## src/sv/lru_pr_pkg.sv

```systemverilog
// shared types and constants for the lru page replacement unit
package lru_pr_pkg;

  localparam int DEF_MAX_FRAMES = 16;
  localparam int DEF_PAGE_BITS  = 16;

  localparam int TIME_W = 32;
  localparam int FAULT_W = 32;
  localparam int CFG_W = 5;
  localparam int APB_DW = 32;
  localparam int APB_AW = 3;

  localparam logic [CFG_W-1:0] FRAMES_RESET = 5'd16;

  // word index taken from paddr[2]
  localparam logic REG_FRAMES_IN_USE = 1'b0;

  // flags that walk down the cell chain with each search word
  typedef struct packed {
    logic valid;
    logic hit;
    logic free;
    logic min_set;
  } srch_flags_t;

  typedef enum logic [1:0] {
    ST_IDLE,
    ST_WALK,
    ST_FINISH
  } ctrl_state_t;

endpackage

```

## src/sv/lru_page_replacement_unit.sv

```systemverilog
// top level: lru page replacement with a chain of frame cells and a small controller
//
//  channel | dir | handshake            | contents
//  in_     | in  | in_tvalid/in_tready  | tdata: page
//  out_    | out | out_tvalid/out_tready| tdata: frame_index, victim_page, fault_total;
//          |     |                      | tuser: hit, evicted
//  cfg_    | in  | apb psel/penable     | reg 0 at 0x0: frames_in_use
//
// an accepted word walks one cell per cycle through all MAX_FRAMES cells into the tail
// registers, then the finish state commits the chosen frame and loads the result.
// one word is in flight at a time.
// synchronous reset clears valid bits, last-use times, the request clock and fault count.
// a stalled result holds in the output register; the next word may already be accepted
// and waits in its final step until the result is taken.
module lru_page_replacement_unit #(
  parameter int MAX_FRAMES = lru_pr_pkg::DEF_MAX_FRAMES,
  parameter int PAGE_BITS  = lru_pr_pkg::DEF_PAGE_BITS,
  localparam int IN_W  = ((PAGE_BITS + 7) / 8) * 8,
  localparam int OUT_W = ((4 + PAGE_BITS + 32 + 7) / 8) * 8
) (
  input  logic                          clk,
  input  logic                          rst_n,
  input  logic                          in_tvalid,
  output logic                          in_tready,
  input  logic [IN_W-1:0]               in_tdata,     // page
  output logic                          out_tvalid,
  input  logic                          out_tready,
  output logic [OUT_W-1:0]              out_tdata,    // frame_index[3:0], victim_page, fault_total
  output logic [1:0]                    out_tuser,    // hit, evicted
  input  logic                          cfg_psel,
  input  logic                          cfg_penable,
  input  logic                          cfg_pwrite,
  input  logic [lru_pr_pkg::APB_AW-1:0] cfg_paddr,
  input  logic [lru_pr_pkg::APB_DW-1:0] cfg_pwdata,
  output logic [lru_pr_pkg::APB_DW-1:0] cfg_prdata,
  output logic                          cfg_pready
);
  import lru_pr_pkg::*;

  localparam int IDX_W = (MAX_FRAMES > 1) ? $clog2(MAX_FRAMES) : 1;
  localparam int CNT_W = $clog2(MAX_FRAMES + 1);

  // configuration
  logic [CFG_W-1:0] frames_cfg_r;
  logic             cfg_wr;
  logic [31:0]      cfg_wide;
  logic [CNT_W-1:0] n_active;

  assign cfg_pready = 1'b1;
  assign cfg_wr = cfg_psel && cfg_penable && cfg_pwrite && cfg_pready &&
                  (cfg_paddr[2] == REG_FRAMES_IN_USE);

  always_ff @(posedge clk) begin
    if (!rst_n) begin
      frames_cfg_r <= FRAMES_RESET;
    end else if (cfg_wr) begin
      frames_cfg_r <= cfg_pwdata[CFG_W-1:0];
    end
  end

  assign cfg_prdata = (cfg_paddr[2] == REG_FRAMES_IN_USE) ? APB_DW'(frames_cfg_r) : '0;

  // zero acts as one, above the frame count clamps to it
  assign cfg_wide = 32'(frames_cfg_r);
  always_comb begin
    priority if (cfg_wide == 32'd0) begin
      n_active = CNT_W'(1);
    end else if (cfg_wide > 32'(MAX_FRAMES)) begin
      n_active = CNT_W'(MAX_FRAMES);
    end else begin
      n_active = cfg_wide[CNT_W-1:0];
    end
  end

  // control
  ctrl_state_t state_r, state_nxt;
  logic [TIME_W-1:0]  req_clock_r;
  logic [FAULT_W-1:0] fault_r;
  logic [FAULT_W-1:0] fault_nxt;
  logic               in_acc;
  logic               commit;

  // cell chain wiring, stage 0 fed from the input port
  srch_flags_t          ch_flags    [MAX_FRAMES+1];
  logic [PAGE_BITS-1:0] ch_page     [MAX_FRAMES+1];
  logic [TIME_W-1:0]    ch_time     [MAX_FRAMES+1];
  logic [IDX_W-1:0]     ch_hit_idx  [MAX_FRAMES+1];
  logic [IDX_W-1:0]     ch_free_idx [MAX_FRAMES+1];
  logic [TIME_W-1:0]    ch_min_time [MAX_FRAMES+1];
  logic [IDX_W-1:0]     ch_min_idx  [MAX_FRAMES+1];
  logic [PAGE_BITS-1:0] ch_min_tag  [MAX_FRAMES+1];

  // captured tail word
  srch_flags_t          res_flags_r;
  logic [PAGE_BITS-1:0] res_page_r;
  logic [TIME_W-1:0]    res_time_r;
  logic [IDX_W-1:0]     res_hit_idx_r;
  logic [IDX_W-1:0]     res_free_idx_r;
  logic [IDX_W-1:0]     res_min_idx_r;
  logic [PAGE_BITS-1:0] res_min_tag_r;

  logic                 dec_evict;
  logic [IDX_W-1:0]     dec_slot;
  logic [PAGE_BITS-1:0] dec_old;
  logic [31:0]          slot_wide;

  // output register
  logic                 out_valid_r;
  logic                 out_hit_r;
  logic                 out_evict_r;
  logic [3:0]           out_fidx_r;
  logic [PAGE_BITS-1:0] out_old_r;
  logic [FAULT_W-1:0]   out_fault_r;

  assign in_acc = in_tvalid && in_tready;

  always_comb begin
    state_nxt = state_r;
    unique case (state_r)
      ST_IDLE:   if (in_acc) state_nxt = ST_WALK;
      ST_WALK:   if (ch_flags[MAX_FRAMES].valid) state_nxt = ST_FINISH;
      ST_FINISH: if (!out_valid_r || out_tready) state_nxt = ST_IDLE;
      default:   state_nxt = ST_IDLE;
    endcase
  end

  always_comb begin
    in_tready = (state_r == ST_IDLE);
    commit    = (state_r == ST_FINISH) && (!out_valid_r || out_tready);
  end

  always_ff @(posedge clk) begin
    if (!rst_n) begin
      state_r     <= ST_IDLE;
      req_clock_r <= '0;
      fault_r     <= '0;
    end else begin
      state_r <= state_nxt;
      if (in_acc) begin
        req_clock_r <= req_clock_r + 1'b1;
      end
      if (commit) begin
        fault_r <= fault_nxt;
      end
    end
  end

  assign ch_flags[0]    = '{valid: in_acc, hit: 1'b0, free: 1'b0, min_set: 1'b0};
  assign ch_page[0]     = in_tdata[PAGE_BITS-1:0];
  assign ch_time[0]     = req_clock_r + 1'b1;
  assign ch_hit_idx[0]  = '0;
  assign ch_free_idx[0] = '0;
  assign ch_min_time[0] = '0;
  assign ch_min_idx[0]  = '0;
  assign ch_min_tag[0]  = '0;

  for (genvar g = 0; g < MAX_FRAMES; g++) begin : g_cell
    lru_pr_cell #(
      .CELL_ID    (g),
      .PAGE_BITS  (PAGE_BITS),
      .IDX_W      (IDX_W),
      .CNT_W      (CNT_W)
    ) u_cell (
      .clk          (clk),
      .rst_n        (rst_n),
      .n_active     (n_active),
      .in_flags     (ch_flags[g]),
      .in_page      (ch_page[g]),
      .in_time      (ch_time[g]),
      .in_hit_idx   (ch_hit_idx[g]),
      .in_free_idx  (ch_free_idx[g]),
      .in_min_time  (ch_min_time[g]),
      .in_min_idx   (ch_min_idx[g]),
      .in_min_tag   (ch_min_tag[g]),
      .out_flags    (ch_flags[g+1]),
      .out_page     (ch_page[g+1]),
      .out_time     (ch_time[g+1]),
      .out_hit_idx  (ch_hit_idx[g+1]),
      .out_free_idx (ch_free_idx[g+1]),
      .out_min_time (ch_min_time[g+1]),
      .out_min_idx  (ch_min_idx[g+1]),
      .out_min_tag  (ch_min_tag[g+1]),
      .wr_en        (commit),
      .wr_idx       (dec_slot),
      .wr_page      (res_page_r),
      .wr_time      (res_time_r)
    );
  end

  always_ff @(posedge clk) begin
    if (!rst_n) begin
      res_flags_r <= '0;
    end else if (ch_flags[MAX_FRAMES].valid) begin
      res_flags_r <= ch_flags[MAX_FRAMES];
    end
  end

  always_ff @(posedge clk) begin
    if (ch_flags[MAX_FRAMES].valid) begin
      res_page_r     <= ch_page[MAX_FRAMES];
      res_time_r     <= ch_time[MAX_FRAMES];
      res_hit_idx_r  <= ch_hit_idx[MAX_FRAMES];
      res_free_idx_r <= ch_free_idx[MAX_FRAMES];
      res_min_idx_r  <= ch_min_idx[MAX_FRAMES];
      res_min_tag_r  <= ch_min_tag[MAX_FRAMES];
    end
  end

  // hit beats free frame beats oldest frame
  always_comb begin
    dec_evict = !res_flags_r.hit && !res_flags_r.free;
    priority if (res_flags_r.hit) begin
      dec_slot = res_hit_idx_r;
    end else if (res_flags_r.free) begin
      dec_slot = res_free_idx_r;
    end else begin
      dec_slot = res_min_idx_r;
    end
    dec_old = dec_evict ? res_min_tag_r : '0;
    if (!res_flags_r.hit && (fault_r != '1)) begin
      fault_nxt = fault_r + 1'b1;
    end else begin
      fault_nxt = fault_r;
    end
  end

  assign slot_wide = 32'(dec_slot);

  always_ff @(posedge clk) begin
    if (!rst_n) begin
      out_valid_r <= 1'b0;
    end else if (commit) begin
      out_valid_r <= 1'b1;
    end else if (out_tready) begin
      out_valid_r <= 1'b0;
    end
  end

  always_ff @(posedge clk) begin
    if (commit) begin
      out_hit_r   <= res_flags_r.hit;
      out_evict_r <= dec_evict;
      out_fidx_r  <= slot_wide[3:0];
      out_old_r   <= dec_old;
      out_fault_r <= fault_nxt;
    end
  end

  assign out_tvalid = out_valid_r;
  assign out_tdata  = OUT_W'({out_fault_r, out_old_r, out_fidx_r});
  assign out_tuser  = {out_evict_r, out_hit_r};

endmodule

```

## src/sv/lru_pr_cell.sv

```systemverilog
// one frame cell: holds tag, valid and last-use time, refines the passing search word
module lru_pr_cell #(
  parameter int CELL_ID    = 0,
  parameter int PAGE_BITS  = lru_pr_pkg::DEF_PAGE_BITS,
  parameter int IDX_W      = 4,
  parameter int CNT_W      = 5
) (
  input  logic                          clk,
  input  logic                          rst_n,
  input  logic [CNT_W-1:0]              n_active,
  // search word from the left neighbor
  input  lru_pr_pkg::srch_flags_t       in_flags,
  input  logic [PAGE_BITS-1:0]          in_page,
  input  logic [lru_pr_pkg::TIME_W-1:0] in_time,
  input  logic [IDX_W-1:0]              in_hit_idx,
  input  logic [IDX_W-1:0]              in_free_idx,
  input  logic [lru_pr_pkg::TIME_W-1:0] in_min_time,
  input  logic [IDX_W-1:0]              in_min_idx,
  input  logic [PAGE_BITS-1:0]          in_min_tag,
  // search word to the right neighbor
  output lru_pr_pkg::srch_flags_t       out_flags,
  output logic [PAGE_BITS-1:0]          out_page,
  output logic [lru_pr_pkg::TIME_W-1:0] out_time,
  output logic [IDX_W-1:0]              out_hit_idx,
  output logic [IDX_W-1:0]              out_free_idx,
  output logic [lru_pr_pkg::TIME_W-1:0] out_min_time,
  output logic [IDX_W-1:0]              out_min_idx,
  output logic [PAGE_BITS-1:0]          out_min_tag,
  // frame update
  input  logic                          wr_en,
  input  logic [IDX_W-1:0]              wr_idx,
  input  logic [PAGE_BITS-1:0]          wr_page,
  input  logic [lru_pr_pkg::TIME_W-1:0] wr_time
);
  import lru_pr_pkg::*;

  localparam logic [IDX_W-1:0] ID_I = IDX_W'(CELL_ID);
  localparam logic [CNT_W-1:0] ID_C = CNT_W'(CELL_ID);

  logic [PAGE_BITS-1:0] tag_r;
  logic                 valid_r;
  logic [TIME_W-1:0]    last_use_r;

  srch_flags_t          flags_nxt;
  logic [IDX_W-1:0]     hit_idx_nxt;
  logic [IDX_W-1:0]     free_idx_nxt;
  logic [TIME_W-1:0]    min_time_nxt;
  logic [IDX_W-1:0]     min_idx_nxt;
  logic [PAGE_BITS-1:0] min_tag_nxt;

  srch_flags_t          flags_r;
  logic [PAGE_BITS-1:0] page_r;
  logic [TIME_W-1:0]    time_r;
  logic [IDX_W-1:0]     hit_idx_r;
  logic [IDX_W-1:0]     free_idx_r;
  logic [TIME_W-1:0]    min_time_r;
  logic [IDX_W-1:0]     min_idx_r;
  logic [PAGE_BITS-1:0] min_tag_r;

  logic active;
  assign active = (ID_C < n_active);

  always_comb begin
    flags_nxt    = in_flags;
    hit_idx_nxt  = in_hit_idx;
    free_idx_nxt = in_free_idx;
    min_time_nxt = in_min_time;
    min_idx_nxt  = in_min_idx;
    min_tag_nxt  = in_min_tag;
    // first match wins, so later cells leave an earlier find alone
    if (active && valid_r && (tag_r == in_page) && !in_flags.hit) begin
      flags_nxt.hit = 1'b1;
      hit_idx_nxt   = ID_I;
    end
    if (active && !valid_r && !in_flags.free) begin
      flags_nxt.free = 1'b1;
      free_idx_nxt   = ID_I;
    end
    // strict less-than keeps the lowest index on ties
    if (active && (!in_flags.min_set || (last_use_r < in_min_time))) begin
      flags_nxt.min_set = 1'b1;
      min_time_nxt      = last_use_r;
      min_idx_nxt       = ID_I;
      min_tag_nxt       = tag_r;
    end
  end

  always_ff @(posedge clk) begin
    if (!rst_n) begin
      flags_r <= '0;
    end else begin
      flags_r <= flags_nxt;
    end
  end

  always_ff @(posedge clk) begin
    page_r     <= in_page;
    time_r     <= in_time;
    hit_idx_r  <= hit_idx_nxt;
    free_idx_r <= free_idx_nxt;
    min_time_r <= min_time_nxt;
    min_idx_r  <= min_idx_nxt;
    min_tag_r  <= min_tag_nxt;
  end

  always_ff @(posedge clk) begin
    if (!rst_n) begin
      valid_r    <= 1'b0;
      last_use_r <= '0;
    end else if (wr_en && (wr_idx == ID_I)) begin
      valid_r    <= 1'b1;
      last_use_r <= wr_time;
    end
  end

  always_ff @(posedge clk) begin
    if (wr_en && (wr_idx == ID_I)) begin
      tag_r <= wr_page;
    end
  end

  assign out_flags    = flags_r;
  assign out_page     = page_r;
  assign out_time     = time_r;
  assign out_hit_idx  = hit_idx_r;
  assign out_free_idx = free_idx_r;
  assign out_min_time = min_time_r;
  assign out_min_idx  = min_idx_r;
  assign out_min_tag  = min_tag_r;

endmodule
```

## config.mk

```make
export PLATFORM = sky130hd
export DESIGN_NAME = lru_page_replacement_unit
export DESIGN_NICKNAME = d
export VERILOG_FILES = /design/src/sv/lru_pr_pkg.sv /design/src/sv/lru_page_replacement_unit.sv /design/src/sv/lru_pr_cell.sv
export SDC_FILE = /design/constraint.sdc
export NUM_CORES = 2
export LEC_CHECK = 0
export ABC_AREA = 1
export BUFFER_PORTS_ARGS = -buffer_cell sky130_fd_sc_hd__buf_2
export CORE_UTILIZATION = 28
export DETAILED_ROUTE_END_ITERATION = 12
export PLACE_DENSITY = 0.43
export SYNTH_ARGS = -nofsm -noshare
export SYNTH_HDL_FRONTEND = slang
export SYNTH_SLANG_ARGS = --single-unit
```

## constraint.sdc

```tcl
create_clock -name clk -period 2.6 [get_ports clk]
set_input_delay 0.26 -clock clk [delete_from_list [all_inputs] [get_ports clk]]
set_output_delay 0.26 -clock clk [all_outputs]
set_load 0.02 [all_outputs]
```

==> summary.md <==
| Metric | Value |
|---|---|
| Via count of the first global-routing pass | `67563` |
| Mux cell area share after synthesis | `0` |
| Slew headroom | `0.280` |
| Seq/Total Area, Yosys | `0.598` |
| Met3 usage in global routing | `0.0182` |
| Congestion Overflow GR | `0` |
| Simple-Gate Fraction of Synth Area | `0.200` |
| Hold Crit Depth | `2` |
| Post-synth EDFFs | `386` |
| Nets | `11504` |
| Minimum clock period after layout | `2.49 ns` |
| Clk Latency, worst-skew pair | `0.87 ns` |
| WS Path Type | `primary input to register` |
| Routed vias | `67630` |
| Startpoint types | `primary input` |
| Switching share of power | `0.212` |
| Fmax | `402 MHz` |
| #FFs+latches synth | `2702` |
| Non-filler instance count after layout | `15778` |
| GRT busiest layer | `met2` |
| Flop pwr share | `0.496` |
| Util after Layout | `0.330` |
| Final antenna-violating net count | `0` |
| H-Tree Depth | `5` |
| FFs w/ async S/R, synth | `0` |
| Max VDD drop | `484 uV` |
| Clock power frac | `0.478` |
| Crit Path Max Fanout | `37` |
| Worst Clk Skew | `0.0707 ns` |
| Xor/xnor cell area share of the yosys netlist | `0.0128` |
| # port buffers | `89` |
| Post-synth cell types | `49` |
| Top post-synthesis cells by area | `dfxtp_1 48%, edfxtp_1 12%, nand2_1 8.8%` |
| Hold Fails Final Rpt | `0` |
| RR Startpoint | `res_flags_r[2]` |
| Most frequent cell after synthesis | `dfxtp_1` |
| Fill cell count | `34961` |
| Leakage | `49.7 nW` |
| Hold Crit Start | `in_tdata[8]` |
| GRT Total Usage | `0.134` |
| RD Place Congestion | `0.811` |
| DRC | `0` |
| Sink Count | `2702` |
| Iter 0 DRT Violations | `4041` |
| Largest net degree at the start of global routing | `134` |
| Complex-gate fraction of the synthesized area | `0.0608` |
| Combinational power share | `0.026` |
| Worst-Margin Slew | `1.08 ns` |
| Core Rows | `215` |
| # setup viols final | `0` |
| Core area | `344000 sq um` |
| Vias per inst | `4.29` |
| # placed instances | `15199` |
| Die width | `590 um` |
| Average size of a mapped cell | `8.93 sq um` |
| Clock Tree Buf Depth | `4` |
| I/O pin count | `151` |
| P&R area growth vs syn | `17.2%` |
| Synth cell count leaders | `2316 x dfxtp_1, 2259 x nand2_1, 1387 x nor2_1, 1126 x inv_1, 809 x nand3_1` |
| Wire per inst | `15.1 um` |
| Grt met2 use | `0.225` |
| Critical path endpoint category | `register` |
| Primary FF master, synth | `dfxtp_1` |
| Post-Syn Instances | `10842` |
| Share of layout cells above drive strength 1 | `0.0763` |
| Root Buffer | `clkbuf_16` |
| Worst Path Arrival | `3.27 ns` |
| Synthesized cell area | `96800 sq um` |
| DIE AREA | `348000 sq um` |
| Reg2Reg Capture Point | `g_cell[4].u_cell.last_use_r[0]` |
| Slew Limit Fails | `0` |
| CTS Buf Count | `300` |
| Clk slew on worst S/H paths | `0.06 ns` |
| CTS tree | `done` |
| Starting Density | `0.282` |
| Post-synth top area cell | `dfxtp_1` |
| Path type of the worst min-delay path | `primary input to register` |
| RSZ-0062 raised after global routing | `yes` |
| Adder-Cell Fraction of Synth Area | `0.0603` |
| Outcome | `completed` |
| Hold worst-path end | `g_cell[0].u_cell.out_page[8]` |
| First drt pass iteration count | `5` |
| Cell Pwr Density | `786 nW/um^2` |
| Flop2flop setup slack | `0.15 ns` |
| First-pass GRT wire length | `375000 um` |
| HPWL after detailed placement | `170000 um` |
| Die height | `590 um` |
| Internal power | `70.3 mW` |
| Largest family of logic cells by synthesized area | `simple AND/OR/NAND/NOR gates` |
| Initial antenna violation count | `10` |
| Grt met1 use | `0.175` |
| Tcrit/Tclk final | `0.957` |
| Post-Route WL | `237000 um` |
| Synth Warn # | `0` |
| Reg2reg path depth | `9` |
| Synth top area share | `0.479` |
| P_sw | `18.9 mW` |
| Worst endpoint required time | `3.38 ns` |
| Max-cap viol count | `0` |
==> metal layers <==
layer / part of all wire / routed length (um)
met5: 0.00016 / 37
met4: 0.035 / 8200
met3: 0.040 / 9440
met2: 0.46 / 108000
met1: 0.47 / 112000
==> registers in the layout, summed over array words and instances (netlist names), 5 cells and up <==
register	flops
g_cell.u_cell.out_min_idx	49
g_cell.u_cell.out_flags	63
g_cell.u_cell.out_page	256
res_time_r	32
fault_r	32
g_cell.u_cell.tag_r	256
g_cell.u_cell.out_min_tag	256
g_cell.u_cell.valid_r	16
req_clock_r	32
g_cell.u_cell.out_time	512
out_fault_r	32
g_cell.u_cell.out_hit_idx	49
out_old_r	16
res_page_r	16
g_cell.u_cell.last_use_r	512
res_min_tag_r	16
g_cell.u_cell.out_min_time	480
g_cell.u_cell.out_free_idx	49
frames_cfg_r	5
==> metrics by stage <==
step                hold slack (ns)  worst slack (ns)  setup TNS [ns]  power [mW]  area, sq um
CTS                          0.0460            0.0744               0        90.7       113000
detailed placement            0.312             0.132               0        47.5       103000
finish                        0.106             0.112               0        89.2       114000
global route                 0.0771          -0.00303        -0.00303        92.8       114000
global placement              0.310             0.186               0        47.4       103000
floorplan                     0.288             0.441               0        46.5        97000
==> power groups by stage <==
stage               clock (mW)  sequential (mW)  combinational (mW)
global placement             0             45.1                2.29
detailed placement           0             45.2                2.31
floorplan                    0             44.9                1.57
finish                    42.6             44.2                2.34
CTS                       44.1             44.2                2.37
global route              45.8             44.4                2.63
==> area by class of cell <==
| type | instances | area [sq um] | share of cell area |
|---|---|---|---|
| Antenna cell | 8 | 20.0 | 0.000176 |
| Clock buffer | 440 | 8740 | 0.0770 |
| Clock inverter | 96 | 1220 | 0.0107 |
| Inverter | 1161 | 4380 | 0.0385 |
| Multi-Input combinational cell | 6487 | 32500 | 0.287 |
| Sequential cell | 2702 | 58000 | 0.511 |
| Tap cell | 4557 | 5700 | 0.0502 |
| Timing Repair Buffer | 327 | 2970 | 0.0262 |
==> timing repair <==
item,CTS,global route
hold buffers,35,0
setup buffers,0,0
setup endpoints to repair,0,6
gates resized for setup,0,10
hold endpoints to repair,124,0
==> worst max path at each step <==
stage,from,slack [ns],end
after global routing,res_flags_r[2],-0.003,g_cell[4].u_cell.last_use_r[0]
final,rst_n,0.11,frames_cfg_r[2]
after detailed placement,res_flags_r[1],0.13,g_cell[3].u_cell.last_use_r[0]
after global placement,res_flags_r[2],0.19,g_cell[11].u_cell.last_use_r[0]
after floorplan,res_flags_r[1],0.44,g_cell[0].u_cell.tag_r[0]
after CTS,res_min_idx_r[2],0.07,g_cell[3].u_cell.last_use_r[0]
==> worst max-delay path, cell delays in order <==
cell and delay (ns):
dlygate4sd3_1 0.59, buf_8 0.36, buf_4 0.47, o21ai_0 0.19
dlygate4sd3_1 0.62, a21oi_1 0.14, dlygate4sd3_1 0.56
==> cell families (layout without fill, tap and decap cells) <==
logic type | after synthesis | in the layout
simple gates | 4721 | 4721
flops | 2702 | 2702
buf+inv | 1683 | 2024
compound gates | 1126 | 1126
fa+ha+maj | 467 | 467
xor+xnor | 141 | 141
other cells | 2 | 40
==> layout by cell type (no fill, tap or decap), types with 9 or more instances in the layout <==
master	netlist	layout
nor4_1	23	23
nor2_1	1387	1387
buf_2	77	88
inv_1	1126	1125
clkbuf_1	379	78
xnor2_1	45	45
clkbuf_8	0	54
inv_6	0	9
or2_2	50	50
clkinv_2	0	38
ha_1	467	467
o211ai_1	15	15
nor3_1	78	78
a21boi_0	11	11
buf_4	37	153
nand3_1	809	809
xor2_1	96	96
nand4_1	78	78
a211oi_1	10	10
a21oi_1	355	353
conb_1	2	32
o22ai_1	28	28
clkbuf_16	0	308
nand2_1	2259	2255
clkinv_1	2	12
inv_2	33	28
dlygate4sd3_1	0	34
o21ai_0	621	621
o21ai_1	45	44
edfxtp_1	386	386
dfxtp_1	2316	2315
o21a_1	12	12
buf_12	0	50
bufinv_16	0	26
No activity file was read; power rests on OpenSTA's default activity.
